### config.mk
export PLATFORM = sky130hd
export DESIGN_NAME = byte_ring_fifo_peek_pop
export DESIGN_NICKNAME = d
export VERILOG_FILES = /design/src/hw/rtl/brf_pkg.sv /design/src/hw/rtl/brf_ram.sv /design/src/hw/rtl/brf_front.sv /design/src/hw/rtl/brf_queue.sv /design/src/hw/rtl/brf_back.sv /design/src/hw/rtl/byte_ring_fifo_peek_pop.sv
export SDC_FILE = /design/constraint.sdc
export NUM_CORES = 2
export LEC_CHECK = 0
export ABC_CLOCK_PERIOD_IN_PS = 9800
export BUFFER_PORTS_ARGS = -buffer_cell sky130_fd_sc_hd__buf_2
export CAP_MARGIN = 40
export CORE_AREA = 10 10 494 496
export DETAILED_ROUTE_END_ITERATION = 10
export DIE_AREA = 0 0 504 506
export HOLD_SLACK_MARGIN = 0.15
export PLACE_DENSITY = 0.57
export REMOVE_ABC_BUFFERS = 1
export SLEW_MARGIN = 15
export SYNTH_ARGS = -nofsm -noshare
export SYNTH_HDL_FRONTEND = slang
export SYNTH_SLANG_ARGS = --single-unit
### constraint.sdc
create_clock -name clk -period 9.8 [get_ports clk]
set_input_delay 1.96 -clock clk [delete_from_list [all_inputs] [get_ports clk]]
set_output_delay 1.96 -clock clk [all_outputs]
set_load 0.03 [all_outputs]
### src/hw/rtl/brf_pkg.sv
// Shared types, constants and helpers for the byte ring FIFO.
// No dependencies; all other files but brf_ram refer to it by scoped names.
package brf_pkg;

  localparam int DEPTH_DEF    = 256;
  localparam int PEEK_MAX_DEF = 64;

  localparam int SZ_W   = 9;   // sizes, counts, pointers (pointer < size <= 511)
  localparam int BYTE_W = 8;
  localparam int LEFT_W = 7;   // bytes still to read for one peek, up to 64

  localparam int QDEPTH = 4;
  localparam int QPTR_W = 2;
  localparam int QCNT_W = 3;

  localparam logic [1:0] REQ_PUSH  = 2'd0;
  localparam logic [1:0] REQ_PEEK  = 2'd1;
  localparam logic [1:0] REQ_POP   = 2'd2;
  localparam logic [1:0] REQ_CLEAR = 2'd3;

  // One command from the front end to the back end.
  typedef struct packed {
    logic              is_peek;
    logic [SZ_W-1:0]   done;
    logic [SZ_W-1:0]   pos;
    logic [SZ_W-1:0]   occ;
    logic [SZ_W-1:0]   free;
    logic              empty;
  } cmd_t;

  // Byte store write request.
  typedef struct packed {
    logic              en;
    logic [SZ_W-1:0]   pos;
    logic [BYTE_W-1:0] data;
  } wr_t;

  // Advance a ring position by one slot, wrapping at the size in use.
  function automatic logic [SZ_W-1:0] wrap_inc(input logic [SZ_W-1:0] pos,
                                               input logic [SZ_W-1:0] size);
    logic [SZ_W:0] nxt;
    nxt = {1'b0, pos} + {{SZ_W{1'b0}}, 1'b1};
    if (nxt >= {1'b0, size}) begin
      wrap_inc = '0;
    end else begin
      wrap_inc = nxt[SZ_W-1:0];
    end
  endfunction

endpackage

### src/hw/rtl/brf_ram.sv
// Generic single-write, single-read RAM with registered read data.
// Read data holds while no read is issued. No dependencies.
module brf_ram #(
  parameter int WIDTH = 8,
  parameter int DEPTH = 256
) (
  input  logic                     clk,
  input  logic                     we,
  input  logic [$clog2(DEPTH)-1:0] waddr,
  input  logic [WIDTH-1:0]         wdata,
  input  logic                     re,
  input  logic [$clog2(DEPTH)-1:0] raddr,
  output logic [WIDTH-1:0]         rdata
);

  logic [WIDTH-1:0] mem [DEPTH];
  logic [WIDTH-1:0] rdata_r;

  always_ff @(posedge clk) begin
    if (we) begin
      mem[waddr] <= wdata;
    end
    if (re) begin
      rdata_r <= mem[raddr];
    end
  end

  assign rdata = rdata_r;

endmodule

### src/hw/rtl/brf_front.sv
// Front end: accepts requests, keeps the ring pointers and occupancy, writes pushed
// bytes and hands one command per request to the queue. Depends on brf_pkg.
module brf_front #(
  parameter int DEPTH    = brf_pkg::DEPTH_DEF,
  parameter int PEEK_MAX = brf_pkg::PEEK_MAX_DEF
) (
  input  logic                      clk,
  input  logic                      rst_n,
  input  logic                      in_valid,
  output logic                      in_stall,
  input  logic [1:0]                in_req_type,
  input  logic [brf_pkg::BYTE_W-1:0] in_push_byte,
  input  logic [brf_pkg::SZ_W-1:0]  in_request_count,
  input  logic                      cfg_valid,
  output logic                      cfg_ready,
  input  logic [brf_pkg::SZ_W-1:0]  cfg_buffer_size,
  input  logic                      q_full,
  input  logic                      peek_done,
  output logic                      enq,
  output brf_pkg::cmd_t             enq_cmd,
  output brf_pkg::wr_t              wr,
  output logic [brf_pkg::SZ_W-1:0]  size
);

  localparam int SZ_W = brf_pkg::SZ_W;
  localparam logic [31:0] DEPTH_U = 32'(DEPTH);
  localparam logic [SZ_W-1:0] RST_SIZE = (DEPTH < 256) ? SZ_W'(DEPTH) : SZ_W'(256);
  localparam logic [SZ_W-1:0] PK_MAX = SZ_W'(PEEK_MAX);

  logic [SZ_W-1:0] size_r, size_nxt;
  logic [SZ_W-1:0] head_r, head_nxt;
  logic [SZ_W-1:0] tail_r, tail_nxt;
  logic [SZ_W-1:0] occ_r, occ_nxt;
  logic [brf_pkg::QCNT_W-1:0] peeks_r, peeks_nxt;

  logic            accept;
  logic            cfg_wr;
  logic [SZ_W-1:0] cfg_clamp;
  logic [SZ_W-1:0] n;
  logic [SZ_W:0]   tsum;
  logic [SZ_W:0]   twrap;
  logic            peek_go;

  // Hold pushes while a peek still reads the store: a pop and push could overwrite it.
  assign in_stall  = q_full || ((in_req_type == brf_pkg::REQ_PUSH) && (peeks_r != '0));
  assign accept    = in_valid && !in_stall;
  assign cfg_ready = 1'b1;
  assign cfg_wr    = cfg_valid && cfg_ready;
  assign size      = size_r;

  always_comb begin
    if (cfg_buffer_size == '0) begin
      cfg_clamp = SZ_W'(1);
    end else if (32'(cfg_buffer_size) > DEPTH_U) begin
      cfg_clamp = SZ_W'(DEPTH);
    end else begin
      cfg_clamp = cfg_buffer_size;
    end
  end

  assign tsum  = {1'b0, tail_r} + {1'b0, in_request_count};
  assign twrap = (tsum >= {1'b0, size_r}) ? (tsum - {1'b0, size_r}) : tsum;

  always_comb begin
    size_nxt = size_r;
    head_nxt = head_r;
    tail_nxt = tail_r;
    occ_nxt  = occ_r;
    n        = '0;
    peek_go  = 1'b0;
    wr.en    = 1'b0;
    wr.pos   = head_r;
    wr.data  = in_push_byte;
    if (cfg_wr) begin
      size_nxt = cfg_clamp;
      head_nxt = '0;
      tail_nxt = '0;
      occ_nxt  = '0;
    end else if (accept) begin
      case (in_req_type)
        brf_pkg::REQ_PUSH: begin
          if (occ_r < size_r) begin
            wr.en    = 1'b1;
            head_nxt = brf_pkg::wrap_inc(head_r, size_r);
            occ_nxt  = occ_r + SZ_W'(1);
            n        = SZ_W'(1);
          end
        end
        brf_pkg::REQ_PEEK: begin
          n = in_request_count;
          if (n > occ_r) begin
            n = occ_r;
          end
          if (n > PK_MAX) begin
            n = PK_MAX;
          end
          peek_go = (n != '0);
        end
        brf_pkg::REQ_POP: begin
          if (in_request_count != '0) begin
            if (in_request_count >= occ_r) begin
              n        = occ_r;
              head_nxt = '0;
              tail_nxt = '0;
              occ_nxt  = '0;
            end else begin
              n        = in_request_count;
              tail_nxt = twrap[SZ_W-1:0];
              occ_nxt  = occ_r - in_request_count;
            end
          end
        end
        default: begin
          head_nxt = '0;
          tail_nxt = '0;
          occ_nxt  = '0;
        end
      endcase
    end
  end

  always_comb begin
    enq             = accept;
    enq_cmd.is_peek = peek_go;
    enq_cmd.done    = n;
    enq_cmd.pos     = tail_r;
    enq_cmd.occ     = occ_nxt;
    enq_cmd.free    = size_r - occ_nxt;
    enq_cmd.empty   = (occ_nxt == '0);
  end

  always_comb begin
    peeks_nxt = peeks_r;
    if (accept && peek_go && !peek_done) begin
      peeks_nxt = peeks_r + brf_pkg::QCNT_W'(1);
    end else if (!(accept && peek_go) && peek_done) begin
      peeks_nxt = peeks_r - brf_pkg::QCNT_W'(1);
    end
  end

  always_ff @(posedge clk) begin
    if (!rst_n) begin
      size_r  <= RST_SIZE;
      head_r  <= '0;
      tail_r  <= '0;
      occ_r   <= '0;
      peeks_r <= '0;
    end else begin
      size_r  <= size_nxt;
      head_r  <= head_nxt;
      tail_r  <= tail_nxt;
      occ_r   <= occ_nxt;
      peeks_r <= peeks_nxt;
    end
  end

  a_occ_bound: assert property (@(posedge clk) disable iff (!rst_n)
    occ_r <= size_r)
    else $error("occupancy exceeds buffer size");

  a_ptr_bound: assert property (@(posedge clk) disable iff (!rst_n)
    (head_r < size_r) && (tail_r < size_r))
    else $error("ring pointer outside buffer size");

endmodule

### src/hw/rtl/brf_queue.sv
// Short command queue between the front and back ends, built from flops.
// Depends on brf_pkg for the command type and depth.
module brf_queue (
  input  logic          clk,
  input  logic          rst_n,
  input  logic          push,
  input  brf_pkg::cmd_t push_cmd,
  output logic          full,
  input  logic          pop,
  output logic          valid,
  output brf_pkg::cmd_t head_cmd
);

  brf_pkg::cmd_t entry_r [brf_pkg::QDEPTH];
  logic [brf_pkg::QPTR_W-1:0] wp_r, wp_nxt;
  logic [brf_pkg::QPTR_W-1:0] rp_r, rp_nxt;
  logic [brf_pkg::QCNT_W-1:0] cnt_r, cnt_nxt;

  assign full     = (cnt_r == brf_pkg::QCNT_W'(brf_pkg::QDEPTH));
  assign valid    = (cnt_r != '0);
  assign head_cmd = entry_r[rp_r];

  always_comb begin
    wp_nxt  = push ? (wp_r + brf_pkg::QPTR_W'(1)) : wp_r;
    rp_nxt  = pop ? (rp_r + brf_pkg::QPTR_W'(1)) : rp_r;
    cnt_nxt = cnt_r;
    if (push && !pop) begin
      cnt_nxt = cnt_r + brf_pkg::QCNT_W'(1);
    end else if (pop && !push) begin
      cnt_nxt = cnt_r - brf_pkg::QCNT_W'(1);
    end
  end

  always_ff @(posedge clk) begin
    if (push) begin
      entry_r[wp_r] <= push_cmd;
    end
  end

  always_ff @(posedge clk) begin
    if (!rst_n) begin
      wp_r  <= '0;
      rp_r  <= '0;
      cnt_r <= '0;
    end else begin
      wp_r  <= wp_nxt;
      rp_r  <= rp_nxt;
      cnt_r <= cnt_nxt;
    end
  end

  a_no_overflow: assert property (@(posedge clk) disable iff (!rst_n)
    (push && !pop) |-> !full)
    else $error("command queue overflow");

  a_no_underflow: assert property (@(posedge clk) disable iff (!rst_n)
    pop |-> valid)
    else $error("command queue underflow");

endmodule

### src/hw/rtl/brf_back.sv
// Back end: takes commands from the queue, reads peeked bytes from the store one per
// cycle unless the output stalls and drives the result register. Depends on brf_pkg.
module brf_back (
  input  logic                       clk,
  input  logic                       rst_n,
  input  logic                       q_valid,
  input  brf_pkg::cmd_t              q_cmd,
  output logic                       q_pop,
  input  logic [brf_pkg::SZ_W-1:0]   size,
  output logic                       rd_en,
  output logic [brf_pkg::SZ_W-1:0]   rd_pos,
  input  logic [brf_pkg::BYTE_W-1:0] rd_data,
  output logic                       peek_done,
  output logic                       out_valid,
  input  logic                       out_stall,
  output logic [brf_pkg::BYTE_W-1:0] out_byte,
  output logic [brf_pkg::SZ_W-1:0]   out_done_count,
  output logic                       out_last,
  output logic [brf_pkg::SZ_W-1:0]   out_occupancy,
  output logic [brf_pkg::SZ_W-1:0]   out_free_space,
  output logic                       out_is_empty
);

  localparam int SZ_W   = brf_pkg::SZ_W;
  localparam int LEFT_W = brf_pkg::LEFT_W;

  logic                act_r, act_nxt;
  logic [SZ_W-1:0]     pos_r, pos_nxt;
  logic [LEFT_W-1:0]   left_r, left_nxt;
  brf_pkg::cmd_t       acmd_r;
  logic                pend_r, pend_nxt;
  logic                plast_r, plast_nxt;

  logic                ovalid_r, ovalid_nxt;
  logic [brf_pkg::BYTE_W-1:0] obyte_r;
  logic [SZ_W-1:0]     odone_r, oocc_r, ofree_r;
  logic                olast_r, oempty_r;

  logic out_load, move, issue, take_single, take_peek;

  assign out_load    = !ovalid_r || !out_stall;
  assign move        = pend_r && out_load;
  assign issue       = act_r && (!pend_r || move);
  assign take_single = q_valid && !q_cmd.is_peek && !act_r && !pend_r && out_load;
  assign take_peek   = q_valid && q_cmd.is_peek && !act_r && !pend_r;
  assign q_pop       = take_single || take_peek;
  assign rd_en       = issue;
  assign rd_pos      = pos_r;
  assign peek_done   = move && plast_r;

  always_comb begin
    act_nxt   = act_r;
    pos_nxt   = pos_r;
    left_nxt  = left_r;
    pend_nxt  = pend_r;
    plast_nxt = plast_r;
    if (take_peek) begin
      act_nxt  = 1'b1;
      pos_nxt  = q_cmd.pos;
      left_nxt = q_cmd.done[LEFT_W-1:0];
    end else if (issue) begin
      pos_nxt   = brf_pkg::wrap_inc(pos_r, size);
      left_nxt  = left_r - LEFT_W'(1);
      act_nxt   = (left_r != LEFT_W'(1));
      pend_nxt  = 1'b1;
      plast_nxt = (left_r == LEFT_W'(1));
    end else if (move) begin
      pend_nxt = 1'b0;
    end
  end

  assign ovalid_nxt = (move || take_single) ? 1'b1 : (out_load ? 1'b0 : ovalid_r);

  always_ff @(posedge clk) begin
    if (take_peek) begin
      acmd_r <= q_cmd;
    end
    if (move) begin
      obyte_r  <= rd_data;
      odone_r  <= acmd_r.done;
      olast_r  <= plast_r;
      oocc_r   <= acmd_r.occ;
      ofree_r  <= acmd_r.free;
      oempty_r <= acmd_r.empty;
    end else if (take_single) begin
      obyte_r  <= '0;
      odone_r  <= q_cmd.done;
      olast_r  <= 1'b1;
      oocc_r   <= q_cmd.occ;
      ofree_r  <= q_cmd.free;
      oempty_r <= q_cmd.empty;
    end
  end

  always_ff @(posedge clk) begin
    if (!rst_n) begin
      act_r    <= 1'b0;
      pos_r    <= '0;
      left_r   <= '0;
      pend_r   <= 1'b0;
      plast_r  <= 1'b0;
      ovalid_r <= 1'b0;
    end else begin
      act_r    <= act_nxt;
      pos_r    <= pos_nxt;
      left_r   <= left_nxt;
      pend_r   <= pend_nxt;
      plast_r  <= plast_nxt;
      ovalid_r <= ovalid_nxt;
    end
  end

  assign out_valid      = ovalid_r;
  assign out_byte       = obyte_r;
  assign out_done_count = odone_r;
  assign out_last       = olast_r;
  assign out_occupancy  = oocc_r;
  assign out_free_space = ofree_r;
  assign out_is_empty   = oempty_r;

  a_left_nonzero: assert property (@(posedge clk) disable iff (!rst_n)
    act_r |-> (left_r != '0))
    else $error("peek active with no bytes left");

  a_done_idle: assert property (@(posedge clk) disable iff (!rst_n)
    peek_done |-> !act_r)
    else $error("final peek byte delivered while reads remain");

endmodule

### src/hw/rtl/byte_ring_fifo_peek_pop.sv
// Top level of the byte ring FIFO with peek and pop.
// Ties together brf_front, brf_queue, brf_back and brf_ram; uses brf_pkg.
//
//   channel  direction  handshake          payload
//   in_      input      in_valid/in_stall  in_req_type, in_push_byte, in_request_count
//   out_     output     out_valid/out_stall out_byte, out_done_count, out_last,
//                                          out_occupancy, out_free_space, out_is_empty
//   cfg_     input      cfg_valid/cfg_ready cfg_buffer_size
//
// Push, pop and clear take one item per cycle unless stalled; each gives one result.
// A peek of n bytes gives n results, one per cycle unless stalled, paced by the single
// store read port. A push waits while a peek is still reading the store; the command
// queue holds four. Reset is synchronous and needs no clearing pass; the store is
// undefined until written. A stalled output holds its result; requests are still taken.
module byte_ring_fifo_peek_pop #(
  parameter int DEPTH    = brf_pkg::DEPTH_DEF,
  parameter int PEEK_MAX = brf_pkg::PEEK_MAX_DEF
) (
  input  logic                       clk,
  input  logic                       rst_n,
  input  logic                       in_valid,
  output logic                       in_stall,
  input  logic [1:0]                 in_req_type,
  input  logic [brf_pkg::BYTE_W-1:0] in_push_byte,
  input  logic [brf_pkg::SZ_W-1:0]   in_request_count,
  output logic                       out_valid,
  input  logic                       out_stall,
  output logic [brf_pkg::BYTE_W-1:0] out_byte,
  output logic [brf_pkg::SZ_W-1:0]   out_done_count,
  output logic                       out_last,
  output logic [brf_pkg::SZ_W-1:0]   out_occupancy,
  output logic [brf_pkg::SZ_W-1:0]   out_free_space,
  output logic                       out_is_empty,
  input  logic                       cfg_valid,
  output logic                       cfg_ready,
  input  logic [brf_pkg::SZ_W-1:0]   cfg_buffer_size
);

  localparam int AW   = $clog2(DEPTH);
  localparam int SZ_W = brf_pkg::SZ_W;

  logic                       q_full, q_valid, q_pop, enq, peek_done;
  brf_pkg::cmd_t              enq_cmd, q_cmd;
  brf_pkg::wr_t               wr;
  logic [SZ_W-1:0]            size;
  logic                       rd_en;
  logic [SZ_W-1:0]            rd_pos;
  logic [brf_pkg::BYTE_W-1:0] rd_data;
  logic [AW+SZ_W-1:0]         wext, rext;

  brf_front #(.DEPTH(DEPTH), .PEEK_MAX(PEEK_MAX)) u_front (
    .clk              (clk),
    .rst_n            (rst_n),
    .in_valid         (in_valid),
    .in_stall         (in_stall),
    .in_req_type      (in_req_type),
    .in_push_byte     (in_push_byte),
    .in_request_count (in_request_count),
    .cfg_valid        (cfg_valid),
    .cfg_ready        (cfg_ready),
    .cfg_buffer_size  (cfg_buffer_size),
    .q_full           (q_full),
    .peek_done        (peek_done),
    .enq              (enq),
    .enq_cmd          (enq_cmd),
    .wr               (wr),
    .size             (size)
  );

  brf_queue u_queue (
    .clk      (clk),
    .rst_n    (rst_n),
    .push     (enq),
    .push_cmd (enq_cmd),
    .full     (q_full),
    .pop      (q_pop),
    .valid    (q_valid),
    .head_cmd (q_cmd)
  );

  brf_back u_back (
    .clk            (clk),
    .rst_n          (rst_n),
    .q_valid        (q_valid),
    .q_cmd          (q_cmd),
    .q_pop          (q_pop),
    .size           (size),
    .rd_en          (rd_en),
    .rd_pos         (rd_pos),
    .rd_data        (rd_data),
    .peek_done      (peek_done),
    .out_valid      (out_valid),
    .out_stall      (out_stall),
    .out_byte       (out_byte),
    .out_done_count (out_done_count),
    .out_last       (out_last),
    .out_occupancy  (out_occupancy),
    .out_free_space (out_free_space),
    .out_is_empty   (out_is_empty)
  );

  // Ring positions stay below the size in use, so they fit the store address width.
  assign wext = {{AW{1'b0}}, wr.pos};
  assign rext = {{AW{1'b0}}, rd_pos};

  brf_ram #(.WIDTH(brf_pkg::BYTE_W), .DEPTH(DEPTH)) u_store (
    .clk   (clk),
    .we    (wr.en),
    .waddr (wext[AW-1:0]),
    .wdata (wr.data),
    .re    (rd_en),
    .raddr (rext[AW-1:0]),
    .rdata (rd_data)
  );

endmodule

## Yosys cells after proc, flatten, opt, wreduce, memory -nomap -nowiden

Memories as Yosys holds them, arrays and structs flattened. A register that Yosys moved wholly into a read port is not among the register bits.
Index checks and enable logic that the tools add are counted.

| word-level totals | value |
|---|---|
| bits in registers | 131 |
| output and inout bits | 40 |
| input bits | 33 |
| memories | 2 |
| memory bits (writable) | 2,200 |
| logic and storage cells | 182 |

Memories:

| name | words | width | read ports | clocked after memory_dff | write ports | RTL line | source |
|---|---|---|---|---|---|---|---|
| u_store.mem | 256 | 8 | 1 | 1 | 1 | brf_ram.sv:16 | `logic [WIDTH-1:0] mem [DEPTH];` |
| u_queue.entry_r | 4 | 38 | 1 | 1 | 1 | brf_queue.sv:14 | `brf_pkg::cmd_t entry_r [brf_pkg::QDEPTH];` |

| cells by class | value |
|---|---|
| multiplexer cells | 71 |
| add/subtract/negate cells | 14 |
| reduce and logical (&&, ||, !) cells | 51 |
| eq/ne operators | 8 |
| bitwise operators | 4 |
| order comparisons | 8 |

Operator list:

| cell | number |
|---|---|
| $mux W9 | 35 |
| $pmux W9 S3 | 3 |
| $ge A10 B9 Y1 | 3 |
| $sub A9 B9 Y9 | 3 |
| $mux W1 | 22 |
| $add A9 B1 Y10 const B | 2 |
| $logic_not A9 Y1 | 2 |
| $pmux W9 S2 | 1 |
| $reduce_bool A9 Y1 | 2 |
| $logic_and A1 B1 Y1 | 17 |
| $mux W8 | 2 |
| $mux W7 | 2 |
| $mux W3 | 4 |
| $reduce_bool A2 Y1 | 6 |
| $add A9 B9 Y10 | 1 |
| $logic_not A1 Y1 | 10 |
| $add A9 B1 Y9 const B | 1 |
| $ge A9 B9 Y1 | 1 |
| $gt A9 B7 Y1 const B | 1 |
| $gt A9 B9 Y1 | 1 |
| $gt A9 B9 Y1 const B | 1 |
| $lt A9 B9 Y1 | 1 |
| $eq A7 B1 Y1 const B | 1 |
| $ne A7 B1 Y1 const B | 1 |
| other kinds (18) | 33 |

## Depth between registers and ports, before layout

| logic depth | value |
|---|---|
| depth after elaboration | 21 |
| mapped depth | 20 |
| depth with buffers taken out | 19 |

## Cells and area by module

Synthesis repeated with hierarchy kept, for this count alone.

| unflattened totals | value |
|---|---|
| cell total of the unflattened synthesis | 4,832 |
| area total of the unflattened synthesis | 93,679.8 um^2 |

By module, submodules not included:

| module | instances | cells an instance | area each (um^2) |
|---|---|---|---|
| brf_ram | 1 | 3,733 | 79,636.4 |
| brf_queue | 1 | 241 | 5,944.5 |
| brf_front | 1 | 577 | 4,411.7 |
| brf_back | 1 | 281 | 3,687.3 |

## Least setup slack after synthesis

No wires, ideal clock.

| timing | value |
|---|---|
| path type | input to register |
| start | input port in_request_count[1] in the netlist's numbering |
| end | memory u_queue.entry_r[0][9] in the netlist's numbering, data pin |
| arrival time | 5,361 ps |
| slack | 4,167 ps |
| cell stages on the path | 19 |
| setup time | 272 ps |
| cell sequence | inv_1 > ha_1 > nor2b_1 > o2111ai_1 > nand3b_1 > a211oi_1 > buf_4 > nor3_1 > a211oi_1 > inv_1 > ha_1 > fa_1 > o21ai_0 > a21oi_1 > o21bai_1 > a21oi_1 > o21ai_0 > xnor2_1 > xnor2_1 |

RTL lines:

| item | RTL line | source |
|---|---|---|
| start: declaration | byte_ring_fifo_peek_pop.sv:25 | `input logic [brf_pkg::SZ_W-1:0] in_request_count,` |
| end: declaration | brf_queue.sv:14 |  |

==> metrics <==
RR Startpoint u_front.occ_r[7]; Worst Hold Path EP u_back.left_r[0]; pre-CTS setup slack 3.39 ns; largest net degree at the start of global routing ~160; setup repair after global routing missed its margin no; worst min path class reg -> reg; DR WL/cell between 20 and 30 um; worst reg2reg path endpoint u_store.mem[205][0]; worst setup path class in -> reg; peak supply drop 0.220 mV; Crit. End Element register; # Post-CTS Setup Buffers 0; clk slew on worst S/H paths 0.06 ns; remaining antenna violation count after routing 0; Layout Nets 4677; type of origin of the critical path primary input; register cell area after layout roughly 70000 um^2; CP max-delay cell a211oi_1; routed vias 44500; number of synthesized flops with an enable pin 2273; Seq cells post-synth 2341; Worst-Skew Late Latency just under 0.9 ns; routed wire length 226000 um; Crit Path Max Fanout 11; slowest stage delay, CP approximately 0.44 ns; H-tree levels 4; fin. max-slew vios 0; Hold Vio Cnt, Final 0; Gate Count Post-Synth 4398; Max Buffers Root-to-Sink 3; Netlist Area Pre-Place ~93000 um^2; leak pwr around 32 nW; layout cells sized above 1 roughly a quarter; status finished clean; WHS Path Cells 2; pwr dens around 250 nW/um^2; worst-margin pin slew 1.19 ns; initial core utilization 39.7%; initial drt markers 4582; leading cell types by count after synthesis edfxtp_1 (2273), mux4_2 (670), nor2_1 (350); clock skew 0.0626 ns; die area between 200000 and 300000 um^2; fillers around 20000; Max-Cap Viols 0; Worst Setup Slack, final around 4.2 ns; RePlAce Congestion 0.832; r2r setup slk 4.92 ns; Synth-to-Final Area Change 12.9%; worst path required time roughly 10 ns; footprint of the multi-input gates 22000 um^2; post-CTS resize count 0; TritonCTS sink count 2341; initial antenna violation count 5; detailed placer's ending HPWL 137000 um; Die Span X between 500 and 600 um; FP Rows 178; hold_buf cts 0; top area cells in the synthesized netlist edfxtp_1 (73%), mux4_2 (16%), dfxtp_1 (1.5%), nor2_1 (1.4%), ha_1 (1.0%); placed cells 7468; part of the cycle the worst path needs 57.3%; share of the synthesized area in the top cell type 73.4%; vias in the first global route about 45000; Cell variety after synth 78; chip height 506 um; fin cells 7917; Ys Warns 0; area of the core about 230000 um^2; DR vias/cell 5.62; Arr. time, crit path 6.24 ns; Final min period 5.61 ns; Root Buffer clkbuf_16; number of buffers created by CTS 230; syn avg cell area between 20 and 25 um^2; hold slack final ~0.49 ns; CP startpoint in_request_count[1]; post-synthesis sequential area ratio 74.9%; critical path cell sequence buf_2, inv_1, ha_1, nor2b_1, o2111ai_1, nand3b_1, a211oi_1, buf_4, nor3_1, a211oi_1, inv_1, ha_1, fa_1, o21ai_0, a21oi_1, o21bai_1, a21oi_1, o21ai_0, xnor2_1, xnor2_1; FF-to-FF path depth 9; GRT Overall Usage between 10% and 20%; Async SR Flop Fraction 0%; hold path startpoint u_back.left_r[0]; Port Buf Inserts 71; Pre-Repair DR Iteration Count 5; Slew HR roughly a fifth; largest area contributor in the netlist edfxtp_1; most common cell in the netlist edfxtp_1; final setup fails 0; residual DRC count 0; # IOs 73; f_max 178 MHz; first-pass GRT wire length 330000 um; prevailing post-synth register cell edfxtp_1; TritonCTS clock tree yes; gr ovfl total 0
==> kinds of logic (layout without fill, tap and decap cells) <==
group	after synthesis	after routing	synth area share, %
AOI/OAI and AO/OA	273	273	2.19
xor gates and xnor gates	48	48	0.452
adders and majority gates	81	81	1.14
buffers and inverters	297	663	1.50
DFF	2341	2341	74.9
muxes	728	728	16.9
other	1	4	0.00403
and+or+nand+nor	629	629	2.95
==> metrics by stage <==
stage | utilization (%) | power [mW] | setup TNS (ns) | cell area (um^2)
2_1_floorplan | - | 16.8 | -230.99 | 91800
3_3_place_gp | 41.4 | 17.9 | 0 | 96900
3_5_place_dp | 41.5 | 17.9 | 0 | 97200
4_1_cts | 44.7 | 26.6 | 0 | 105000
5_1_grt | 44.9 | 27.3 | 0 | 105000
6_report | 44.9 | 26.4 | 0 | 105000
==> power by group <==
group / switching (mW) / internal [mW] / total, mW
Combinational: 3.32 / 2.78 / 6.09
Sequential: 0.207 / 11.3 / 11.5
Clock: 3.81 / 4.96 / 8.77
Total: 7.33 / 19.1 / 26.4
==> per-layer routing <==
metal	global-route usage, %	wire length, um	vias to the layer above
met5	0	73	-
met2	27.7	108000	1577
met3	2.98	14600	301
met4	3.93	5070	6
li1	-	-	18700
met1	25.2	98300	24000
==> registers in the layout, indices dropped and copies added (netlist names), 7 cells and up, named ones only <==
signal,flops
u_back.acmd_r,28
u_back.left_r,7
u_back.out_byte,8
u_back.out_done_count,9
u_back.out_free_space,9
u_back.out_occupancy,9
u_back.rd_pos,9
u_front.head_r,9
u_front.occ_r,9
u_front.size,9
u_front.tail_r,9
u_queue.entry_r,152
u_store.mem,2048
u_store.rdata,8
==> critical path: cells and delay by family <==
family / cells / cell delay [ns]
buffers and inverters: 4 / 0.68
xor gates and xnor gates: 2 / 0.38
and+or+nand+nor: 3 / 0.39
adders and majority gates: 3 / 0.97
AOI/OAI and AO/OA: 8 / 1.83
==> worst max path at each step <==
stage,end,slack (ns),cells after the start
detailed placement,u_queue.entry_r[1][9],3.39,20
CTS,u_queue.entry_r[0][9],4.26,20
floorplan,u_back.rd_pos[0],-14.41,10
global route,u_queue.entry_r[1][9],3.71,18
global placement,u_queue.entry_r[2][9],3.45,20
finish,u_queue.entry_r[1][9],4.19,20
==> cells in the final DEF, fill, tap and decap left out, types with 22 or more instances in the layout <==
cell type,Yosys,final
edfxtp_1,2273,2273
mux4_2,670,670
nor2_1,350,348
clkbuf_16,0,230
nand2_1,118,110
ha_1,75,75
buf_4,11,66
buf_2,62,64
dfxtp_1,68,62
clkinv_1,2,58
inv_1,57,56
clkinv_2,0,55
a21oi_1,51,49
a22oi_1,42,42
nand3_1,41,41
clkbuf_1,109,36
mux2_2,35,35
xnor2_1,33,33
o21ai_0,32,32
nor3_1,28,28
bufinv_16,0,24
mux2i_1,22,22
==> layout make-up <==
cell class | count | area share, %
diodes | 3 | 0.00715
clock buffers | 268 | 5.64
repair buffers | 170 | 1.53
well taps | 3150 | 3.75
multi-input cells | 1760 | 21.0
flip-flops and latches | 2341 | 66.3
clock inverters | 165 | 1.52
inverters | 60 | 0.217
Power figures use the tool's default switching activity.
